## src/sv/dcfe_div.sv

```systemverilog
// ----------------------------------------------------------------------------
// dcfe_div
// Restoring unsigned divider, one quotient bit per cycle.
// ----------------------------------------------------------------------------
module dcfe_div #(
  parameter int N   = 24,
  parameter int D_W = 17
) (
  input  logic           clk_i,
  input  logic           rst_ni,
  input  logic           start_i,
  input  logic [N-1:0]   dividend_i,
  input  logic [D_W-1:0] divisor_i,
  output logic           done_o,
  output logic [N-1:0]   quot_o
);

  localparam int CNT_W = (N > 1) ? $clog2(N) : 1;

  logic             busy_d, busy_q, done_d, done_q;
  logic [CNT_W-1:0] cnt_d, cnt_q;
  logic [N-1:0]     quot_d, quot_q;
  logic [D_W-1:0]   rem_d, rem_q, dvs_d, dvs_q;
  logic [D_W:0]     trial_w;
  logic [D_W+1:0]   sub_w;

  always_comb begin
    busy_d  = busy_q;
    done_d  = 1'b0;
    cnt_d   = cnt_q;
    quot_d  = quot_q;
    rem_d   = rem_q;
    dvs_d   = dvs_q;
    trial_w = {rem_q, quot_q[N-1]};
    sub_w   = {1'b0, trial_w} - {2'b00, dvs_q};
    if (start_i) begin
      busy_d = 1'b1;
      cnt_d  = '0;
      quot_d = dividend_i;
      rem_d  = '0;
      dvs_d  = divisor_i;
    end else if (busy_q) begin
      if (sub_w[D_W+1]) begin
        rem_d  = trial_w[D_W-1:0];
        quot_d = {quot_q[N-2:0], 1'b0};
      end else begin
        rem_d  = sub_w[D_W-1:0];
        quot_d = {quot_q[N-2:0], 1'b1};
      end
      cnt_d = cnt_q + CNT_W'(1);
      if (cnt_q == CNT_W'(N - 1)) begin
        busy_d = 1'b0;
        done_d = 1'b1;
      end
    end
  end

  always_ff @(posedge clk_i or negedge rst_ni) begin
    if (!rst_ni) begin
      busy_q <= 1'b0;
      done_q <= 1'b0;
      cnt_q  <= '0;
    end else begin
      busy_q <= busy_d;
      done_q <= done_d;
      cnt_q  <= cnt_d;
    end
  end

  always_ff @(posedge clk_i) begin
    quot_q <= quot_d;
    rem_q  <= rem_d;
    dvs_q  <= dvs_d;
  end

  assign done_o = done_q;
  assign quot_o = quot_q;

endmodule

```

## config.mk

```make
export PLATFORM = sky130hd
export DESIGN_NAME = dcfe_div
export DESIGN_NICKNAME = d
export VERILOG_FILES = /design/src/sv/dcfe_div.sv
export SDC_FILE = /design/constraint.sdc
export NUM_CORES = 1
export LEC_CHECK = 0
export ABC_CLOCK_PERIOD_IN_PS = 4650
export BUFFER_PORTS_ARGS = -buffer_cell sky130_fd_sc_hd__buf_2
export CORE_ASPECT_RATIO = 1.4
export CORE_MARGIN = 2
export CORE_UTILIZATION = 50
export CTS_BUF_LIST = sky130_fd_sc_hd__clkbuf_8
export DETAILED_ROUTE_END_ITERATION = 10
export MAX_ROUTING_LAYER = met4
export PLACE_DENSITY_LB_ADDON = 0.25
export RECOVER_POWER = 100
export SLEW_MARGIN = 20
export SYNTH_ARGS = -nofsm -noshare
export SYNTH_HDL_FRONTEND = slang
export SYNTH_SLANG_ARGS = --single-unit
```

## constraint.sdc

```tcl
create_clock -name clk_i -period 4.65 [get_ports clk_i]
set_clock_uncertainty 0.05 [all_clocks]
set_input_delay 1.1625 -clock clk_i [delete_from_list [all_inputs] [get_ports clk_i]]
set_output_delay 1.1625 -clock clk_i [all_outputs]
set_load 0.01 [all_outputs]
```

== After elaboration in Yosys (flattened, before gate mapping) ==
Cells that the tools add are included.
Word-level totals
  input bits: 44
  RAM bits: 0
  memories kept: 0
  flip-flop bits (word level): 65
  bits in read-only memories: 0
  bits in latches: 0
  output and inout port bits: 25
Operators by class
  $add $sub $neg: 2
  equality and inequality tests: 1
  div/mod/pow operators: 0
  magnitude comparators: 0
  bitwise logic cells: 0
  $mul: 0
  shifts and indexed selects: 0
  multiplexer cells: 12
  reductions and logical operators: 1
Operators with widths (count)
  $mux W24: 2
  $sub A18 B17 Y19: 1
  $mux W17: 1
  $mux W5: 2
  $mux W1: 7
  $add A5 B1 Y5 const B: 1
  $eq A5 B5 Y1 const B: 1
  $reduce_bool A2 Y1: 1

== Logic depth before layout (Yosys ltp) ==
  word-level depth: 4
  gate-level depth with buffers: 11

== Worst setup path before layout ==
Ideal clock, no wire load.
  kind: input-to-reg
  start: in start_i
  end: reg quot_q[0] (netlist: quot_o[0]) (enable)
  data arrival time: 2.118 ns
  stages: 4
  data required time: 4.175 ns
  setup slack: 2.057 ns
  cell sequence: clkbuf_1 inv_1 clkbuf_1 nand2_1
Between the ends
  word-level cells in the longest chain between the ends: 1
Ends and longest elaborated chain
  start, declared: line 11  | input logic start_i,
  $reduce_bool A2 Y1 (no line)
  end signal, assigned: line 71  | quot_q <= quot_d;
  end, declared: line 22  | logic [N-1:0] quot_d, quot_q;
No other way between the ends.
A chain may end at the register's enable or synchronous reset.

== Final worst setup path ==
  start: reg quot_q[23] (netlist: quot_o[23])
  end: reg rem_q[13]
Between the ends
  word-level cells in the longest chain between the ends: 2
Ends and longest elaborated chain
  $sub A18 B17 Y19: line 35  | sub_w = {1'b0, trial_w} - {2'b00, dvs_q};
  $mux W17: line 43  | if (sub_w[D_W+1]) begin
  end signal, assigned: line 72  | rem_q <= rem_d;
  end, declared: line 23  | logic [D_W-1:0] rem_d, rem_q, dvs_d, dvs_q;
No other way between the ends.

==> flow_summary.json <==
{
  "crit_chain": "inv_1, ha_1, inv_1, fa_1, a21oi_1, o211ai_1, a31oi_1, o21ai_0, o2111ai_1, a211oi_1",
  "dpl.hpwl_mm": 5.33,
  "setup_viol": 0,
  "violations": "capacitance limit, slew limit",
  "synth_area_um2": 3560,
  "fin_crit_sh_pct": 74.6,
  "status": "complete, but fails checks",
  "worstPathRequired_ns": 4.87,
  "clkTransAtPathRegs_ns": 0.07,
  "drive_above_1_share_pct": 20.5,
  "grt_pass1_wl_mm": 12.1,
  "grt_start_max_net_pins": 59,
  "cts_htree_levels": 3,
  "critPathTopFamily": "compound AO/OA/AOI/OAI gates",
  "synth_flop_cell": "edfxtp_1",
  "arrival_ns": 3.69,
  "start_util_pct": 51.4,
  "cp-end-kind": "flip-flop",
  "dieArea_um2": 7830,
  "leakagePower_uw": 0.00172,
  "worstPathMaxFanout": 13,
  "cts_max_path_buffers": 2,
  "dpl.cell_count": 483,
  "num_vias": 2776,
  "p_per_area_nw_per_um2": 488,
  "crit_type": "flip-flop to flip-flop",
  "drc": 0,
  "synthArstFlopShare_pct": 10.8,
  "boundaryPins": 69,
  "rrSetupSlack_ns": 1.18,
  "dieWidth_um": 75.4,
  "cts_buffers": 9,
  "avgSynthCellArea_um2": 10.6,
  "hold_depth": 2,
  "ir_worst_vdd_v": 0.000223,
  "rows": 36,
  "finalSetupTns_ns": 0,
  "start_kind": "flip-flop",
  "synth_seq_cells": 65,
  "cts_sinks": 65,
  "rsz0062_at_grt": "false",
  "drt_iter0_markers": 103,
  "synth_edf_count": 41,
  "final.setup.worst_slack_ns": 1.18,
  "worstMarginPinSlew_ns": 1.61,
  "worst-path-buf-inv": 2,
  "postRouteAntennaNets": 0,
  "port_buffers": 68,
  "cts_setup_buffers": 0,
  "crit_path_top_delay_cell": "o21ai_0",
  "slew_violations": 14,
  "core-area_um2": 6940,
  "drv_cap": 1,
  "cts_tree": "done",
  "nNetsFinal": 462,
  "dieHeight_um": 104,
  "timing.hold.ws_ns": 0.439,
  "drt_pass1_iterations": 4,
  "n_antenna_cell": 0,
  "insertion_delay_ns": 0.35,
  "post_cts_resized": 0,
  "reg2reg_depth": 10,
  "track_usage_pct": 20.9,
  "ys_warn_count": 0,
  "viasPerCell": 5.56,
  "max_freq_ghz": 0.288,
  "drt-total-wl_mm": 7.44,
  "hold_violations": 0,
  "rr_endpoint": "rem_q[13]",
  "hold_start": "rem_q[16]",
  "cp_common_cell": "inv_1",
  "slew_headroom_pct": -8.36,
  "syn_nets": 398,
  "rr_startpoint": "quot_o[23]",
  "max_stage_delay_ns": 1.27,
  "hp-class": "flip-flop to flip-flop",
  "synth_cell_types": 58,
  "avgRoutedWirePerCell_um": 14.9,
  "place_ws_ns": 1.74,
  "antenna_found_initial": 0,
  "fin_crit_ns": 3.47,
  "grt_pass1_vias": 2755,
  "yosysSeqAreaShare_pct": 49.0,
  "synthCells": 335,
  "final_cells": 499,
  "gp_congestion": 0.872,
  "syn_to_final_growth_pct": 15.0,
  "final_util_pct": 59.1,
  "cts_root_buf": "clkbuf_8",
  "hold_end": "rem_q[16]",
  "hold_buffers": 0,
  "overflow": 0
}
==> cells by family (layout without fill, tap and decap cells) <==
group | after synthesis | count (layout) | share of synthesized area, %
adders and majority gates | 19 | 19 | 6.88
muxes | 27 | 27 | 8.43
buffers and inverters | 45 | 114 | 5.23
xor gates and xnor gates | 14 | 14 | 3.44
DFF | 65 | 65 | 49.0
AOI/OAI and AO/OA | 74 | 74 | 15.2
and+or+nand+nor | 91 | 91 | 11.8
==> cells in the final DEF (no fill, tap or decap), types with 4 or more instances in the layout <==
master and instances:
nand3_1 8, mux2_2 24, clkbuf_1 26, nor3_1 8, a31oi_1 4, edfxtp_1 41
xnor2_1 7, a21oi_1 15, o21ai_0 8, ha_1 18, inv_1 31, clkbuf_8 10
dfrtp_1 7, xor2_1 7, nor2_1 31, dfxtp_1 17, a311oi_1 8, a211oi_1 4
o21a_1 7, buf_2 42, nand4_1 5, and3_1 4, nand2_1 23
==> where the power goes <==
part	switching [µW]	total, µW	internal (µW)
clock	210	464	255
combinational	430	749	320
sequential	69.4	786	716
total	709	2000	1290
==> how the worst max path moves through the flow <==
stage	start	endpoint	cells after the start
finish	quot_o[23]	rem_q[13]	10
global route	quot_o[23]	rem_q[13]	10
CTS	quot_o[23]	rem_q[4]	10
detailed placement	quot_o[23]	rem_q[4]	10
global placement	quot_o[23]	rem_q[13]	10
floorplan	start_i	quot_o[0]	4
==> through the flow <==
| step | total power, µW | area (µm²) |
|---|---|---|
| finish | 2000 | 4100 |
| global route | 2120 | 4100 |
| detailed placement | 1560 | 3960 |
| CTS | 2030 | 4150 |
| global placement | 1540 | 3960 |
| floorplan | 1390 | 3560 |
==> layer usage <==
metal,up-vias,part of all wire (%),track usage (%)
li1,1367,-,-
met1,1299,39,23.0
met2,91,53,33.4
met3,19,5.2,4.94
met4,0,2.8,11.9
met5,-,0,-
==> worst min-delay path, stage by stage (launching register included) <==
cell and delay, ns:
dfxtp_1 0.32, nor2_1 0.08, a311oi_1 0.05
==> cells in the mapped netlist, types with 7 or more instances <==
master / count / area (µm²)
ha_1: 18 / 225
inv_1: 27 / 101
nand2_1: 23 / 86.3
edfxtp_1: 41 / 1230
dfrtp_1: 7 / 175
mux2_2: 24 / 270
xor2_1: 7 / 61.3
dfxtp_1: 17 / 340
nand3_1: 8 / 40.0
a21oi_1: 14 / 70.1
nor3_1: 8 / 40.0
o21ai_0: 7 / 35.0
a311oi_1: 8 / 70.1
nor2_1: 31 / 116
o21a_1: 7 / 52.6
xnor2_1: 7 / 61.3
==> state kept, by name, summed over array words and instances (netlist names) <==
| name | flops |
|---|---|
| busy_q | 1 |
| cnt_q | 5 |
| done_o | 1 |
| dvs_q | 17 |
| quot_o | 24 |
| rem_q | 17 |
==> layout make-up <==
cell class | count | area, µm²
clock buffer | 10 | 138
clock inverter | 6 | 51.3
fill | 625 | 2840
inverter | 28 | 105
multi-input combinational | 225 | 1620
sequential | 65 | 1750
tap | 95 | 119
timing repair buffer | 70 | 323
Note: power is estimated with default switching activity, not from simulation.
