==> config.mk <==
export PLATFORM = sky130hd
export DESIGN_NAME = dcfe_mem
export DESIGN_NICKNAME = d
export VERILOG_FILES = /design/src/sv/dcfe_mem.sv
export SDC_FILE = /design/constraint.sdc
export NUM_CORES = 1
export LEC_CHECK = 0
export BUFFER_PORTS_ARGS = -buffer_cell sky130_fd_sc_hd__buf_2
export CAP_MARGIN = 15
export CORE_UTILIZATION = 53
export DETAILED_ROUTE_END_ITERATION = 6
export GPL_ROUTABILITY_DRIVEN = 0
export PLACE_DENSITY = 0.78
export SYNTH_ARGS = -nofsm -noshare
export SYNTH_HDL_FRONTEND = slang
export SYNTH_SLANG_ARGS = --single-unit
==> constraint.sdc <==
create_clock -name clk_i -period 2.19 [get_ports clk_i]
set_input_delay 0.1095 -clock clk_i [delete_from_list [all_inputs] [get_ports clk_i]]
set_output_delay 0.1095 -clock clk_i [all_outputs]
set_load 0.1 [all_outputs]
==> src/sv/dcfe_mem.sv <==
// ----------------------------------------------------------------------------
// dcfe_mem
// Single-port-write, single-port-read synchronous RAM, registered read data.
// ----------------------------------------------------------------------------
module dcfe_mem #(
  parameter int WORD_W = 8,
  parameter int DEPTH  = 2,
  parameter int AW     = 1
) (
  input  logic              clk_i,
  input  logic              we_i,
  input  logic [AW-1:0]     waddr_i,
  input  logic [WORD_W-1:0] wdata_i,
  input  logic              re_i,
  input  logic [AW-1:0]     raddr_i,
  output logic [WORD_W-1:0] rdata_o
);

  logic [WORD_W-1:0] mem_q [DEPTH];
  logic [WORD_W-1:0] rdata_q;

  always_ff @(posedge clk_i) begin
    if (we_i) begin
      mem_q[waddr_i] <= wdata_i;
    end
    if (re_i) begin
      rdata_q <= mem_q[raddr_i];
    end
  end

  assign rdata_o = rdata_q;

endmodule

# After elaboration in Yosys (flattened, before gate mapping)
# Memories as Yosys holds them, arrays and structs flattened. A register that Yosys moved wholly into a read port is not among the register bits.
# Index checks and enable logic that the tools add are counted.
# totals
elab_cells	3
inputBits	13
mem_bits_rw	16
mem_count	1
output_inout_bits	8
reg_bits	0
# op_classes
muxes	2
# mem_list
memory	depth	word_bits	rd	rd_clocked_by_memory_dff	wr	line_no	text
mem_q	2	8	1	1	1	19	logic [WORD_W-1:0] mem_q [DEPTH];
# ops
op	count
$mux W1	2

# Logic depth before layout (Yosys ltp)
# Gate-level depths: netlist (run 1).
# logic_depth
depth_word	2
mapped_depth	2

# Least setup slack after synthesis (run 1)
# No wires, ideal clock.
# synth_timing
path_kind	reg2out
from	register rdata_q[0] (netlist: rdata_o[0]) (read register of mem_q)
to	output port rdata_o[0]
setup_slack_ns	1.176
arrival_time_ns	0.904
path_stages_with_launch	1
path_buffers	0
path_cell_list	edfxtp_1
# synth_lines
element	line_no	text
from (decl)	20	logic [WORD_W-1:0] rdata_q;
to (decl)	16	output logic [WORD_W-1:0] rdata_o
# No word-level cell between the ends.

# Worst setup path in the final report (run 1)
# layout_timing
from	register rdata_q[7] (netlist: rdata_o[7]) (read register of mem_q)
to	output port rdata_o[7]
# No word-level cell between the ends.

==> run_results.csv, run 1 <==
group,metric,value,unit
clock_tree,htreeDepth,1,
route,drt_wl_total,1.06,mm
sta,period_minus_slack,1.19,ns
power_and_ir_drop,powerDensity,823,mW/mm²
synth,synthCells,35,
sta,min_period_over_period,0.542,
clock_tree,clk_pin_slew,0.13,ns
final_layout,fillers,96,
job,maxCapViolCount,0,
critical_path,worstPathMaxFanout,1,
final_layout,finalNetCount,80,
floorplanning,dieArea,0.00180,mm²
run_status,status,"completed",
floorplanning,die_x,42.4,µm
synth,synth.distinct_cells,5,
final_layout,layout_commonest_cell,"edfxtp_1",
grt,grt_use_total,0.134,
clock_tree,clock_latency,0.31,ns
sta,hold_violations,0,
route,ant_nets,0,
clock_tree,clock_sinks,24,
clock_tree,root_buffer,"clkbuf_4",
route,drcViolationCount,0,
route,via_per_inst,4.99,
synth,syn_nets,48,
final_layout,seqCellArea,721,µm²
critical_path,crit_required,2.08,ns
synth,synth_seq_cells,24,
sta,slew_headroom,0.567,
placement,dp_cells,70,
power_and_ir_drop,ir_worst_vdd,0.477,mV
sta,final_max_slew_viol_count,0,
synth,synth_top_area_cell,"edfxtp_1",
critical_path,slowest_stage,"buf_2",
grt,grt_overflow_total,0,
synth,synth-simple-area-share,0.0145,
placement,place.port_buffers,20,
synth,yosysSeqAreaShare,0.834,
route,first_pass_iters,4,
worst_hold_path,hold_class,"input pin to flip-flop",
route,route.vias.total,409,
floorplanning,die_h,42.4,µm
critical_path,worstSetupStartpointType,"flip-flop",
sta,fin_worst_skew,0.00988,ns
final_layout,antennaDiodeCount,0,
synth,yosysTopAreaCellShare,0.834,
grt,grt_start_max_net_pins,14,
sta,worst_pin_slew,0.648,ns
clock_tree,cts_made_buffers,3,
final_layout,area_growth,24.9,%
grt,grt_pass1_vias,369,
final_layout,fin_cells,82,
critical_path,worst-path-buf-inv,1,
synth,yosysWarnings,0,
synth,synthMuxAreaShare,0.139,
critical_path,critPathMaxStageDelay,0.42,ns
grt,antenna_found_initial,0,
clock_tree,cts_hold_repair.buffers,8,
critical_path,worstSetupEndpointType,"output port",
sta,max_freq,842,MHz
clock_tree,postCtsSetupRepairBufs,0,
clock_tree,ctsResizeCount,0,
critical_path,path_delay_family,"buffers and inverters",
critical_path,worst_ep_arrival_time,1.08,ns
synth,synth_xor_area_frac,0,
sta,setup_violations,0,
power_and_ir_drop,p_leak,0.426,nW
floorplanning,fp.coreArea,0.00151,mm²
floorplanning,ios,21,
critical_path,crit_chain,"buf_2",
sta,finalSetupTns,0,ns
critical_path,path_class,"flip-flop to output port",
sta,rsz0062_at_grt,"no",
synth,syn_area,865,µm²
final_layout,layout-drive-gt1-share,0.470,
final_layout,final_cell_mix,"edfxtp_1 (24), buf_2 (20), mux2_4 (8), dlygate4sd3_1 (8), clkbuf_4 (3)",
synth,synth_top_family_by_area,"multiplexers",
grt,grt_pass1_wl,1.64,mm
synth,ys_top_cells_by_area,"edfxtp_1 (83%), mux2_4 (14%), buf_6 (1.3%), and2_1 (0.72%), nor2b_1 (0.72%)",
synth,synthAdderAreaFrac,0,
floorplanning,floorplan.initialDensity,0.574,
synth,synth_compound_area_frac,0,
route,drt-initial-drc-count,7,
final_layout,multi_input_area,133,µm²
clock_tree,cts_tree,"yes",
synth,avgSynthCellArea,24.7,µm²
route,wire_per_inst,12.9,µm
clock_tree,clockBufferDepth,2,
floorplanning,placement_rows,14,
state kept, by name (all words and copies together), names as in the netlist:
name and flops:
mem_q 16, rdata_o 8
kinds of logic (layout without fill, tap and decap cells):
kind of cell | Yosys count | in the layout
flip-flops | 24 | 24
AND/OR/NAND/NOR | 2 | 2
buffers and inverters | 1 | 32
multiplexers | 8 | 8
layer usage:
layer | track usage | routed length [µm] | vias to the layer above
met4 | 0.0938 | 23 | 0
met1 | 0.154 | 454 | 185
met5 | 0 | 0 | -
met3 | 0.0431 | 65 | 3
met2 | 0.209 | 513 | 22
li1 | - | - | 199
report_power, final:
group	internal (mW)	total [mW]	switching, mW	leakage (nW)
logic	0.0442	0.147	0.103	0.183
registers	0.542	0.549	0.00720	0.228
clock network	0.0667	0.192	0.125	0.0154
total	0.653	0.888	0.236	0.426
cell type report:
type / count / area share
sequential: 24 / 0.667
timing repair buffer: 28 / 0.167
clock buffer: 3 / 0.0209
clock inverter: 1 / 0.00348
tap: 16 / 0.0185
multi-input combinational: 10 / 0.123
Yosys cell counts (all sizes together):
cell type,instances
edfxtp,24
nor2b,1
and2,1
mux2,8
buf,1
stage by stage:
| stage | utilization | total power [mW] | hold slack, ns | instance area [µm²] | setup WS [ns] |
|---|---|---|---|---|---|
| global placement | 0.646 | 0.694 | 0.299 | 973 | 1.10 |
| detailed placement | 0.646 | 0.697 | 0.302 | 973 | 1.06 |
| global route | 0.717 | 0.917 | 0.118 | 1080 | 0.974 |
| finish | 0.717 | 0.888 | 0.116 | 1080 | 1.00 |
| CTS | 0.717 | 0.890 | 0.119 | 1080 | 0.995 |
| floorplan | - | 0.670 | 0.208 | 865 | 1.18 |
path summary, 6_finish.rpt:
path / start / to / slack [ns] / cells after the start
max: rdata_o[7] / rdata_o[7] / 1.00 / 1
min: re_i / rdata_o[3] / 0.12 / 1
max reg2reg: mem_q[0][4] / rdata_o[4] / 1.28 / 1
min reg2reg: mem_q[0][0] / rdata_o[0] / 0.56 / 1
(Power assumes the default switching activity.)
==> inputs of run 2 (changes only) <==
--- a/config.mk
+++ b/config.mk
@@ -7,10 +7,10 @@
 export LEC_CHECK = 0
 export BUFFER_PORTS_ARGS = -buffer_cell sky130_fd_sc_hd__buf_2
 export CAP_MARGIN = 15
-export CORE_UTILIZATION = 53
+export CORE_UTILIZATION = 45
 export DETAILED_ROUTE_END_ITERATION = 6
 export GPL_ROUTABILITY_DRIVEN = 0
-export PLACE_DENSITY = 0.78
+export PLACE_DENSITY = 0.71
 export SYNTH_ARGS = -nofsm -noshare
 export SYNTH_HDL_FRONTEND = slang
 export SYNTH_SLANG_ARGS = --single-unit
==> constraint.sdc (replaced) <==
create_clock -name clk_i -period 1 [get_ports clk_i]
set_input_delay 0.05 -clock clk_i [delete_from_list [all_inputs] [get_ports clk_i]]
set_output_delay 0.05 -clock clk_i [all_outputs]
set_load 0.1 [all_outputs]
==> run 2 against run 1 <==
Effect of this change:
- utilization is 2.6 points lower
- worst setup slack worse by 0.98 ns
- register-to-register slack worse by 1.2 ns
- hold slack worse by 0.035 ns
- clock power is 110% higher
- critical path depth stayed put
- final cell count is 12% higher
- largest cell class unchanged
- clock skew is 0.0093 ns lower
- combinational power grew to 2.7 times the previous value
- clock-buffer cell count stayed put
- largest power group unchanged
- first-iteration DRC count is 43% lower
==> run_results.csv, run 2 (synthesis results as in run 1) <==
group,metric,value,unit
critical_path,worstPathMaxFanout,1,
final_layout,antennaDiodeCount,0,
critical_path,critPathMaxStageDelay,0.44,ns
critical_path,slowest_stage,"edfxtp_1",
route,drcViolationCount,0,
sta,finalSetupTns,0,ns
critical_path,crit_required,0.95,ns
grt,antenna_found_initial,0,
critical_path,path_delay_family,"flip-flops",
final_layout,seqCellArea,721,µm²
sta,min_period_over_period,0.979,
final_layout,fillers,116,
sta,fin_worst_skew,0.000592,ns
route,drt-initial-drc-count,4,
critical_path,worstSetupStartpointType,"flip-flop",
clock_tree,cts_made_buffers,3,
power_and_ir_drop,ir_worst_vdd,1.17,mV
critical_path,path_class,"flip-flop to output port",
clock_tree,cts_tree,"yes",
power_and_ir_drop,p_leak,0.475,nW
critical_path,r2r_slack,0.10,ns
sta,hold_violations,0,
clock_tree,postCtsSetupRepairBufs,0,
sta,setup_violations,0,
grt,grt_start_max_net_pins,14,
power_and_ir_drop,powerDensity,1660,mW/mm²
sta,worst_pin_slew,0.369,ns
placement,dpl_cell_area,0.00111,mm²
floorplanning,floorplan.initialDensity,0.490,
clock_tree,clockBufferDepth,2,
sta,worst_slack,0.0213,ns
sta,max_freq,1020,MHz
route,ant_nets,0,
job,maxCapViolCount,0,
final_layout,area_growth,41.0,%
critical_path,worstSetupEndpointType,"output port",
worst_hold_path,min_path_cells,1,
worst_hold_path,hold_class,"input pin to flip-flop",
route,via_per_inst,4.47,
critical_path,r2r_end,"rdata_o[6]",
sta,hold_ws,0.0806,ns
floorplanning,fp.coreArea,0.00176,mm²
final_layout,finalNetCount,81,
sta,rsz0062_at_grt,"yes",
placement,place.port_buffers,20,
critical_path,worst_ep_arrival_time,0.93,ns
power_and_ir_drop,finalPower,2.02,mW
worst_hold_path,hold_start,"re_i",
final_layout,regMostFlops,"mem_q",
final_layout,final_cell_mix,"edfxtp_1 (24), buf_2 (12), mux2_4 (8), dlygate4sd3_1 (8), buf_12 (8)",
floorplanning,placement_rows,15,
final_layout,multi_input_area,133,µm²
final_layout,layout-drive-gt1-share,0.478,
placement,dp_cells,80,
sta,slew_headroom,0.754,
final_layout,final_util,0.691,
route,wire_per_inst,12.7,µm
clock_tree,ctsResizeCount,0,
floorplanning,ios,21,
clock_tree,clock_sinks,24,
clock_tree,clk_pin_slew,0.11,ns
critical_path,crit_chain,"buf_12",
run_status,status,"completed",
final_layout,largest_reg_flops,16,
critical_path,r2r-start,"mem_q[0][6]",
final_layout,fin_area,0.00122,mm²
worst_hold_path,min_to,"rdata_o[2]",
grt,grt_use_total,0.126,
sta,period_minus_slack,0.979,ns
route,first_pass_iters,2,
placement,pre_cts_ws,0.101,ns
grt,grt_overflow_total,0,
floorplanning,die_h,45.8,µm
final_layout,layout_commonest_cell,"edfxtp_1",
grt,grt_pass1_vias,404,
clock_tree,htreeDepth,1,
clock_tree,root_buffer,"clkbuf_4",
critical_path,rr_worst_depth,1,
critical_path,worst-path-buf-inv,1,
route,route.vias.total,411,
floorplanning,dieArea,0.00210,mm²
floorplanning,die_x,45.8,µm
route,drt_wl_total,1.17,mm
grt,grt_pass1_wl,1.69,mm
sta,final_max_slew_viol_count,0,
final_layout,fin_cells,92,
clock_tree,clock_latency,0.30,ns
==> run 2: cell types whose count changed in the layout (fill, tap and decap cells not counted) <==
cell and delta:
buf_4 +1, buf_2 -8, buf_12 +8
==> run 2: cell type report <==
class,instances,share of cell area
well taps,25,0.0257
clock inverters,1,0.00308
repair buffers,29,0.253
flip-flops and latches,24,0.591
multi-input cells,10,0.109
clock buffers,3,0.0185
==> run 2: metal layers <==
metal / vias up / share of wire / global-route usage
met3: 0 / 0.055 / 0.0317
li1: 203 / - / -
met5: - / 0 / 0
met2: 18 / 0.57 / 0.223
met4: 0 / 0 / 0.0882
met1: 190 / 0.37 / 0.127
==> run 2: how the worst max path moves through the flow <==
stage,start,endpoint,slack [ns],depth (start not counted)
after floorplan,rdata_o[0],rdata_o[0],0.05,0
after global routing,rdata_o[3],rdata_o[3],-0.02,1
after global placement,mem_q[0][5],rdata_o[5],0.13,1
after detailed placement,mem_q[0][6],rdata_o[6],0.10,1
after CTS,rdata_o[7],rdata_o[7],-0.004,1
final,rdata_o[4],rdata_o[4],0.02,1
==> run 2: where the power goes <==
part / internal, mW / total, mW / switching, mW
clock network: 0.145 / 0.398 / 0.253
registers: 1.19 / 1.22 / 0.0309
logic: 0.171 / 0.400 / 0.229
==> run 2: repair_timing <==
action                                 4_1_cts  5_1_grt
hold buffers                                 8        0
endpoints found under the hold margin       16        0
pin swaps                                    0        0
setup endpoints to repair                    2        7
