[config.mk]
export PLATFORM = sky130hd
export DESIGN_NAME = dcfe_frames
export DESIGN_NICKNAME = d
export VERILOG_FILES = /design/src/sv/dcfe_pkg.sv /design/src/sv/dcfe_frames.sv
export SDC_FILE = /design/constraint.sdc
export NUM_CORES = 1
export LEC_CHECK = 0
export BUFFER_PORTS_ARGS = -buffer_cell sky130_fd_sc_hd__buf_2
export CAP_MARGIN = 20
export CORE_ASPECT_RATIO = 0.8
export CORE_MARGIN = 8
export CORE_UTILIZATION = 45
export DETAILED_ROUTE_END_ITERATION = 12
export SETUP_SLACK_MARGIN = 0.3
export SYNTH_ARGS = -nofsm -noshare
export SYNTH_HDL_FRONTEND = slang
export SYNTH_SLANG_ARGS = --single-unit
[constraint.sdc]
create_clock -name clk_i -period 15.05 [get_ports clk_i]
set_clock_uncertainty 0.2 [all_clocks]
set_input_delay 2.2575 -clock clk_i [delete_from_list [all_inputs] [get_ports clk_i]]
set_output_delay 2.2575 -clock clk_i [all_outputs]
set_load 0.03 [all_outputs]
[src/sv/dcfe_pkg.sv]
// ----------------------------------------------------------------------------
// dcfe_pkg
// Types and constants shared by the DMX channel fade engine.
// ----------------------------------------------------------------------------
package dcfe_pkg;

  localparam int NUM_CHANNELS_DEF = 512;
  localparam int FRAC_BITS_DEF    = 16;

  localparam int CH_W     = 9;
  localparam int BRIGHT_W = 8;
  localparam int TCS_W    = 16;
  localparam int FPS_W    = 7;
  localparam int CFG_IX_W = 2;

  localparam logic [FPS_W-1:0]    FPS_RESET     = 7'd40;
  localparam logic [TCS_W-1:0]    DEF_TCS_RESET = 16'd100;
  localparam logic [BRIGHT_W-1:0] BRIGHT_RESET  = 8'd255;

  // frames = floor(tcs * fps / 100) via reciprocal: ceil(2^30 / 100)
  localparam int PROD_W   = TCS_W + FPS_W;
  localparam int RECIP_W  = 24;
  localparam int RECIP_SH = 30;
  localparam int FRAMES_W = PROD_W + RECIP_W - RECIP_SH;
  localparam logic [RECIP_W-1:0] RECIP_K = 24'd10737419;

  typedef enum logic [1:0] {
    CMD_ON     = 2'd0,
    CMD_OFF    = 2'd1,
    CMD_RENDER = 2'd2,
    CMD_NONE   = 2'd3
  } cmd_e;

  typedef enum logic [CFG_IX_W-1:0] {
    CFG_FPS     = 2'd0,
    CFG_DEF_TCS = 2'd1
  } cfg_idx_e;

  typedef enum logic [2:0] {
    ST_CLEAR,
    ST_IDLE,
    ST_RENDER,
    ST_SWITCH,
    ST_FRAMES,
    ST_DIV
  } state_e;

  typedef struct packed {
    logic [1:0]          command;
    logic [CH_W-1:0]     channel;
    logic [BRIGHT_W-1:0] brightness;
    logic                brightness_given;
    logic [TCS_W-1:0]    transition_cs;
    logic                transition_given;
  } cmd_word_t;

  typedef struct packed {
    logic [CH_W-1:0]     out_channel;
    logic [BRIGHT_W-1:0] level;
    logic                fade_done;
  } res_word_t;

  typedef struct packed {
    logic [CFG_IX_W-1:0] index;
    logic [TCS_W-1:0]    value;
  } cfg_word_t;

endpackage

[src/sv/dcfe_frames.sv]
// ----------------------------------------------------------------------------
// dcfe_frames
// Two-stage frame count: tcs * fps, then divide by 100 via reciprocal.
// ----------------------------------------------------------------------------
module dcfe_frames
  import dcfe_pkg::*;
(
  input  logic                clk_i,
  input  logic                rst_ni,
  input  logic                start_i,
  input  logic [TCS_W-1:0]    tcs_i,
  input  logic [FPS_W-1:0]    fps_i,
  output logic                done_o,
  output logic [FRAMES_W-1:0] frames_o
);

  localparam int FULL_W = PROD_W + RECIP_W;

  logic                v_d, v_q, done_d, done_q;
  logic [PROD_W-1:0]   prod_d, prod_q;
  logic [FULL_W-1:0]   full_w;
  logic [FRAMES_W-1:0] quo_w, frames_d, frames_q;

  always_comb begin
    prod_d   = prod_q;
    frames_d = frames_q;
    v_d      = start_i;
    done_d   = v_q;
    if (start_i) begin
      prod_d = PROD_W'(tcs_i) * PROD_W'(fps_i);
    end
    full_w = FULL_W'(prod_q) * FULL_W'(RECIP_K);
    quo_w  = full_w[RECIP_SH +: FRAMES_W];
    if (v_q) begin
      frames_d = (quo_w == '0) ? FRAMES_W'(1) : quo_w;
    end
  end

  always_ff @(posedge clk_i or negedge rst_ni) begin
    if (!rst_ni) begin
      v_q    <= 1'b0;
      done_q <= 1'b0;
    end else begin
      v_q    <= v_d;
      done_q <= done_d;
    end
  end

  always_ff @(posedge clk_i) begin
    prod_q   <= prod_d;
    frames_q <= frames_d;
  end

  assign done_o   = done_q;
  assign frames_o = frames_q;

endmodule

Yosys cells after proc, flatten, opt, wreduce, memory -nomap -nowiden --
Cells that the tools add are included.
Word-level totals: register bits 42, bits in writable memories 0, word-level logic and storage cells 7, output and inout port bits 18, bits of input ports 26, bits in latches 0, bits in read-only memories 0, memories 0
Operators by class: shift operators 0, div/mod/pow operators 0, equality and inequality tests 0, add/subtract/negate cells 0, order comparisons 0, multipliers 2, reductions and logical operators 1, multiplexer cells 0, bitwise logic cells 0
Operators with widths (count):
- 23-bit by 24-bit multiplier with 47-bit output, second input constant | 1
- 16-bit by 7-bit multiplier with 23-bit output | 1
- 17-bit zero test | 1

Depth between registers and ports, before layout --
Gate-level depths: netlist of the first run.
depth after elaboration 2, mapped depth 25, mapped depth without buffers 25

Least setup slack after synthesis of the first run --
OpenSTA, ideal clock, no wires.
path kind input -> register, start input port fps_i[1], end register prod_q[22], data pin, stages on the path 16, arrival 6596 ps, setup slack 8046 ps, required time 14643 ps, library setup time 207 ps, buffers on the path 1, path through clkbuf_1 -> nand2_1 -> fa_1 -> fa_1 -> inv_1 -> fa_1 -> fa_1 -> ha_1 -> or2_2 -> a21oi_1 -> a2111o_1 -> a31oi_1 -> nor2_1 -> o31ai_1 -> mux2i_1 -> a2111oi_0
On the way: cells in the longest elaborated chain, start to end 1
Ends and longest elaborated chain:
- from (decl) | line dcfe_frames.sv:12 | input logic [FPS_W-1:0] fps_i,
- 16-bit by 7-bit multiplier with 23-bit output | line dcfe_frames.sv:30 | prod_d = PROD_W'(tcs_i) * PROD_W'(fps_i);
- to (signal assigned) | line dcfe_frames.sv:50 | prod_q <= prod_d;
- to (decl) | line dcfe_frames.sv:20 | logic [PROD_W-1:0] prod_d, prod_q;
Every way passes these cells. A chain may end at the register's enable or synchronous reset.

Worst setup path after layout of the first run --
start register prod_q[6], end register frames_q[0] (netlist: frames_o[0]), data pin
On the way: cells in the longest elaborated chain, start to end 2
Ends and longest elaborated chain:
- 23-bit by 24-bit multiplier with 47-bit output * | line dcfe_frames.sv:32 | full_w = FULL_W'(prod_q) * FULL_W'(RECIP_K);
- 17-bit zero test | line dcfe_frames.sv:35 | frames_d = (quo_w == '0) ? FRAMES_W'(1) : quo_w;
- to (signal assigned) | line dcfe_frames.sv:51 | frames_q <= frames_d;
- to (decl) | line dcfe_frames.sv:22 | logic [FRAMES_W-1:0] quo_w, frames_d, frames_q;
Every way passes the cells marked *; elsewhere a longest branch is shown, timed or not.

==> impl_metrics.ini, run 1 <==
[sta]
setup_violations = 0
report.final.slew_viol_count = 0
final_hold_viol_count = 0
final_cycle_utilization_of_the_critical_path = 0.505
slew_headroom = 0.446
rsz0062_at_grt = no
maxClockFrequency_ghz = 0.132
totalNegativeSetupSlack_ns = 0
final_min_period_ns = 7.60
tightestPinTransition_ns = 0.822

[finish]
fin_util = 0.480
areaGrowthSynthToFinish_pct = 5.79
nNetsFinal = 2023
antenna_cells_inserted = 0
final.fill_count = 2908
drive_above_1_share = 0.0517

[setup_path]
crit_path_frequent_cell = fa_1
slowest_stage = edfxtp_1
critical_path.cell_chain = inv_1 > fa_1 > inv_1 > fa_1 > inv_1 > fa_1 > fa_1 > inv_1 > fa_1 > fa_1 > inv_1 > fa_1 > inv_1 > ha_1 > a21oi_1 > o21ai_0 > a311oi_1 > o21ai_0 > a221oi_1 > xnor2_1 > a211oi_1 > nand4b_1 > o41ai_2
regToRegSetupSlack_ns = 7.45
worstPathRequired_ns = 14.97
worstReg2RegStart = prod_q[6]
critical_path.max_fanout = 7
criticalPathCategory = flop to flop
critical_path.max_stage_delay_ns = 0.54
crit-reg2reg-capture = frames_o[0]
crit_path_start_kind = flop
worst-endpoint-arrival_ns = 7.52
worstSetupEndpointType = flop
r2r.worst_path.cells = 23

[placement]
placer_congestion_estimate = 0.938
post-dp-hpwl_um = 29900
port_buffers = 43

[clock_network]
clock_h_tree_levels = 2
inserted_clock_buffers = 5
clk_transition_reported_paths_ns = 0.06
count_of_buffers_added_by_post_cts_timing_repair_for_setup = 0
number_of_buffers_between_clock_root_and_the_deepest_sink = 2
ctsRootBufferMaster = clkbuf_16
cts.hold.buffers_added = 0
cts_resized = 0
insertion_delay_ns = 0.29
clock_sink_count = 42
cts_tree = yes

[hold_path]
min_delay_path_depth = 0
hold_end = done_o
min-delay-path-class = flop to flop
holdCritStartpoint = done_d

[logic_synthesis]
synth_ff_type = edfxtp_1
postSynth.asyncResetShare = 0.0476
synthesis.nets = 1984
synth_area_leaders = fa_1 (37%), ha_1 (25%), inv_1 (9.4%)
synth_top_area_frac = 0.371
synthDistinctLibCells = 71
post_synth_inst_count = 1412
synthMostInstantiatedCell = inv_1
synth_area_per_cell_sq_um = 10.1
postSynthRegisterBits = 42
yosysSeqAreaShare = 0.0882
syn-cell-area_sq_um = 14200
synth.yosys.warnings = 0
netlist_top_cells_count = inv_1 (357), ha_1 (283), fa_1 (263)
synth_edf_count = 40
synthDominantAreaCellType = fa_1

[run]
maxCapViolations = 0

[floorplanning]
fp.dieArea_sq_um = 37500
floorplan.die.height_um = 175
die_width_um = 215
fp.coreArea_sq_um = 31300
fp-row-count = 58
floorplan.initialDensity = 0.454
io_pins = 44

[detailed_routing]
route.vias.total = 9614
route.detailed.wl_per_inst_um = 17.7
routed_antenna_nets = 0
postRouteWirelength_um = 33100
drt_pre_antenna_iters = 4
drt_drc_violations_left = 0
drtIter0Drc = 468
detail_route.vias_per_cell = 5.14

[global_routing]
grt_pass1_wl_um = 55100
grt_max_degree = 25
number_of_global_route_vias_before_repair = 10600
gr-total-overflow = 0
track_usage = 0.182
grt_antenna_before_repair = 0

[outcome]
outcome = completed
## cells by family (layout without fill, tap and decap cells)
family                   Yosys count  count (layout)  share of synthesized area
flip-flops                        42              42                     0.0882
adder cells (fa/ha/maj)          546             546                      0.620
multiplexers                       3               3                    0.00220
XOR/XNOR                          28              28                     0.0173
AND/OR/NAND/NOR                  262             262                     0.0920
buffers and inverters            368             408                     0.0986
AO/OA/AOI/OAI                    163             163                     0.0813
## worst max-delay path, delay by kind of cell (launching register included)
kind	cells	cell delay (ns)
simple gates	1	0.15
compound gates	7	2.11
flops	1	0.54
buf+inv	6	0.44
xor+xnor	1	0.14
fa+ha+maj	8	3.86
## flip-flops by register name, summed over array words and instances, names as in the netlist
name and flops:
done_d 1, prod_q 23, done_o 1, frames_o 17
## metal layers
| layer | routed length, um | track usage |
|---|---|---|
| met5 | 0 | 0 |
| met4 | 671 | 0.0399 |
| met3 | 1500 | 0.0259 |
| met2 | 14000 | 0.281 |
| met1 | 16900 | 0.269 |
## metrics by stage
stage	instances	setup WS [ns]	instance area, sq um	hold WS (ns)
2_1_floorplan	1412	8.05	14200	0.493
3_3_place_gp	1864	7.55	14900	0.617
3_5_place_dp	1864	7.46	14900	0.611
4_1_cts	1872	7.43	15000	0.619
5_1_grt	1872	6.99	15000	0.663
6_report	1872	7.45	15000	0.594
## layout make-up
| type | instances | area, sq um | area share |
|---|---|---|---|
| inverter | 357 | 1340 | 0.0892 |
| multi-input combinational | 1002 | 11500 | 0.769 |
| timing repair buffer | 43 | 215 | 0.0143 |
| clock inverter | 3 | 16.3 | 0.00108 |
| sequential | 42 | 1250 | 0.0833 |
| clock buffer | 5 | 125 | 0.00833 |
| tap | 420 | 526 | 0.0350 |
## worst max path at each step
stage	endpoint	slack, ns	cells after the start	start
after floorplan	prod_q[22]	8.05	16	fps_i[1]
after global placement	frames_o[0]	7.55	23	prod_q[6]
after detailed placement	frames_o[0]	7.46	23	prod_q[6]
after CTS	frames_o[0]	7.43	23	prod_q[6]
after global routing	frames_o[0]	6.99	23	prod_q[6]
final	frames_o[0]	7.45	23	prod_q[6]
## layout by cell type, fill, tap and decap left out, types with 3 or more instances in the layout
cell type / count
o31ai_1: 5
or2_2: 6
nor4_1: 4
a311oi_1: 3
edfxtp_1: 40
a21o_1: 18
nand2b_1: 4
a21oi_1: 47
and2_1: 32
nor2_1: 34
xnor2_1: 21
o22ai_1: 5
nand3_1: 20
o211ai_1: 3
o21a_1: 5
and3_1: 6
inv_1: 357
o21bai_1: 6
a211oi_1: 7
nor2b_1: 3
nand4_1: 10
nand4b_1: 4
a31oi_1: 6
xor2_1: 7
nor3_1: 8
nand2_1: 108
clkbuf_16: 5
buf_2: 43
a221oi_1: 3
and4_1: 4
or3_1: 8
fa_1: 263
o21ai_0: 28
ha_1: 283
Power of run 1 is left out: the tool's default activity adds up to more than one toggle a clock period on the data nets, which glitch-free logic cannot reach.
==> inputs of run 2 (changes only) <==
- clock period: 15.05 -> 7.79 ns (I/O delays scaled with it)
==> impl_metrics.ini, run 2 (synthesis results as in run 1) <==
[outcome]
outcome = completed

[setup_path]
r2r.worst_path.cells = 24
crit_path_start_kind = flop
regToRegSetupSlack_ns = 0.57
crit-reg2reg-capture = frames_o[0]
worstReg2RegStart = prod_q[6]
criticalPathCategory = flop to flop
worst-path-buf-inv = 7
worstPathRequired_ns = 7.70
critical_path.cell_chain = buf_4 > ha_1 > inv_1 > fa_1 > inv_1 > fa_1 > inv_1 > fa_1 > inv_1 > fa_1 > fa_1 > inv_1 > fa_1 > inv_1 > ha_1 > a21oi_2 > o221ai_2 > o221ai_2 > a31o_2 > a311oi_4 > or3_1 > a2111oi_4 > nand4b_1 > o41ai_2
slowest_stage = fa_1
worst-endpoint-arrival_ns = 7.13
critical_path.max_fanout = 6
critical_path.max_stage_delay_ns = 0.54
worstSetupEndpointType = flop
critical_path.top_delay_family = adder cells

[clock_network]
clock_h_tree_levels = 2
cts.hold.buffers_added = 0
clock_sink_count = 42
inserted_clock_buffers = 5
ctsRootBufferMaster = clkbuf_16
number_of_buffers_between_clock_root_and_the_deepest_sink = 2
clk_transition_reported_paths_ns = 0.06
insertion_delay_ns = 0.30
cts_tree = yes

[finish]
layout_common_cells = inv_1 (357), ha_1 (282), fa_1 (263)
largest_register = prod_q
combined_area_of_the_multi_input_logic_cells_sq_um = 11600
drive_above_1_share = 0.0789
areaGrowthSynthToFinish_pct = 8.00
nNetsFinal = 2053
antenna_cells_inserted = 0
final-seq-area_sq_um = 1250
largest_register_ff_count = 23
layout_commonest_cell = inv_1
final.fill_count = 2917

[sta]
final_cycle_utilization_of_the_critical_path = 0.927
final_min_period_ns = 7.22
final_hold_viol_count = 0
maxClockFrequency_ghz = 0.138
report.final.slew_viol_count = 0
rsz0062_at_grt = no
final_critical_path_setup_slack_ns = 0.570
setup_violations = 0
totalNegativeSetupSlack_ns = 0
tightestPinTransition_ns = 0.704
hold-worst-slack_ns = 0.440
slew_headroom = 0.531

[detailed_routing]
drt_pre_antenna_iters = 5
route.detailed.wl_per_inst_um = 17.4
route.vias.total = 9719
detail_route.vias_per_cell = 5.11
drtIter0Drc = 548
drt_drc_violations_left = 0
postRouteWirelength_um = 33200
routed_antenna_nets = 0

[run]
maxCapViolations = 0

[floorplanning]
fp.dieArea_sq_um = 37500
floorplan.die.height_um = 175
die_width_um = 215
fp-row-count = 58
fp.coreArea_sq_um = 31300
floorplan.initialDensity = 0.454
io_pins = 44

[global_routing]
track_usage = 0.180
number_of_global_route_vias_before_repair = 10400
grt_antenna_before_repair = 0
grt_max_degree = 25
grt_pass1_wl_um = 54200
gr-total-overflow = 0

[placement]
placer_congestion_estimate = 0.937
post-dp-hpwl_um = 29800
port_buffers = 43
pre_cts_ws_ns = 0.270

[hold_path]
min-delay-path-class = input pin to asynchronous set/reset pin
## run 2: changes by cell type in the layout (fill, tap and decap cells not counted), sizes merged
cell,change
buf,+30
bufinv,+1
clkbuf,+2
clkinv,-2
clkinvlp,-1
## run 2: area by class of cell
type / instances / share of cell area
Clock buffer: 7 / 0.00865
Clock inverter: 1 / 0.00196
Inverter: 357 / 0.0874
Multi-Input combinational cell: 1002 / 0.757
Sequential cell: 42 / 0.0816
Tap cell: 420 / 0.0343
Timing Repair Buffer: 73 / 0.0287
## run 2: layer usage
metal	part of all wire	track usage
met1	0.49	0.252
met2	0.44	0.287
met3	0.059	0.0372
met4	0.015	0.0331
met5	0	0
## run 2: what timing repair did
action | CTS | global route
endpoints found under the setup margin | 1 | 1
resized for setup | 1 | 17
pin swaps | 0 | 3
hold endpoints to repair | 0 | 0
setup buffers | 0 | 25
## run 2: worst register-to-register path, cell delays in order, from the launching register on
cell and delay [ns]:
edfxtp_1 0.49, buf_4 0.19, ha_1 0.35, inv_1 0.09, fa_1 0.54, inv_1 0.05
fa_1 0.48, inv_1 0.05, fa_1 0.51, inv_1 0.06, fa_1 0.49, fa_1 0.49
inv_1 0.05, fa_1 0.47, inv_1 0.04, ha_1 0.35, a21oi_2 0.25, o221ai_2 0.13
o221ai_2 0.19, a31o_2 0.22, a311oi_4 0.12, or3_1 0.37, a2111oi_4 0.35, nand4b_1 0.16
o41ai_2 0.33
## run 2: worst max path at each step
stage	startpoint	end	slack [ns]	cells past startpoint
final	prod_q[6]	frames_o[0]	0.57	24
after global routing	prod_q[6]	frames_o[0]	0.30	23
after CTS	prod_q[6]	frames_o[0]	0.36	23
after detailed placement	prod_q[6]	frames_o[0]	0.27	23
after global placement	prod_q[6]	frames_o[0]	0.40	23
after floorplan	prod_q[6]	frames_o[0]	0.88	23
## run 2: per-stage QoR
stage	instance area, sq um	utilization	cells
after floorplan	14200	-	1412
after global placement	14900	0.477	1869
after detailed placement	14900	0.477	1869
after CTS	15100	0.482	1877
after global routing	15300	0.490	1902
final	15300	0.490	1902
Power of run 2 is left out for the same reason.
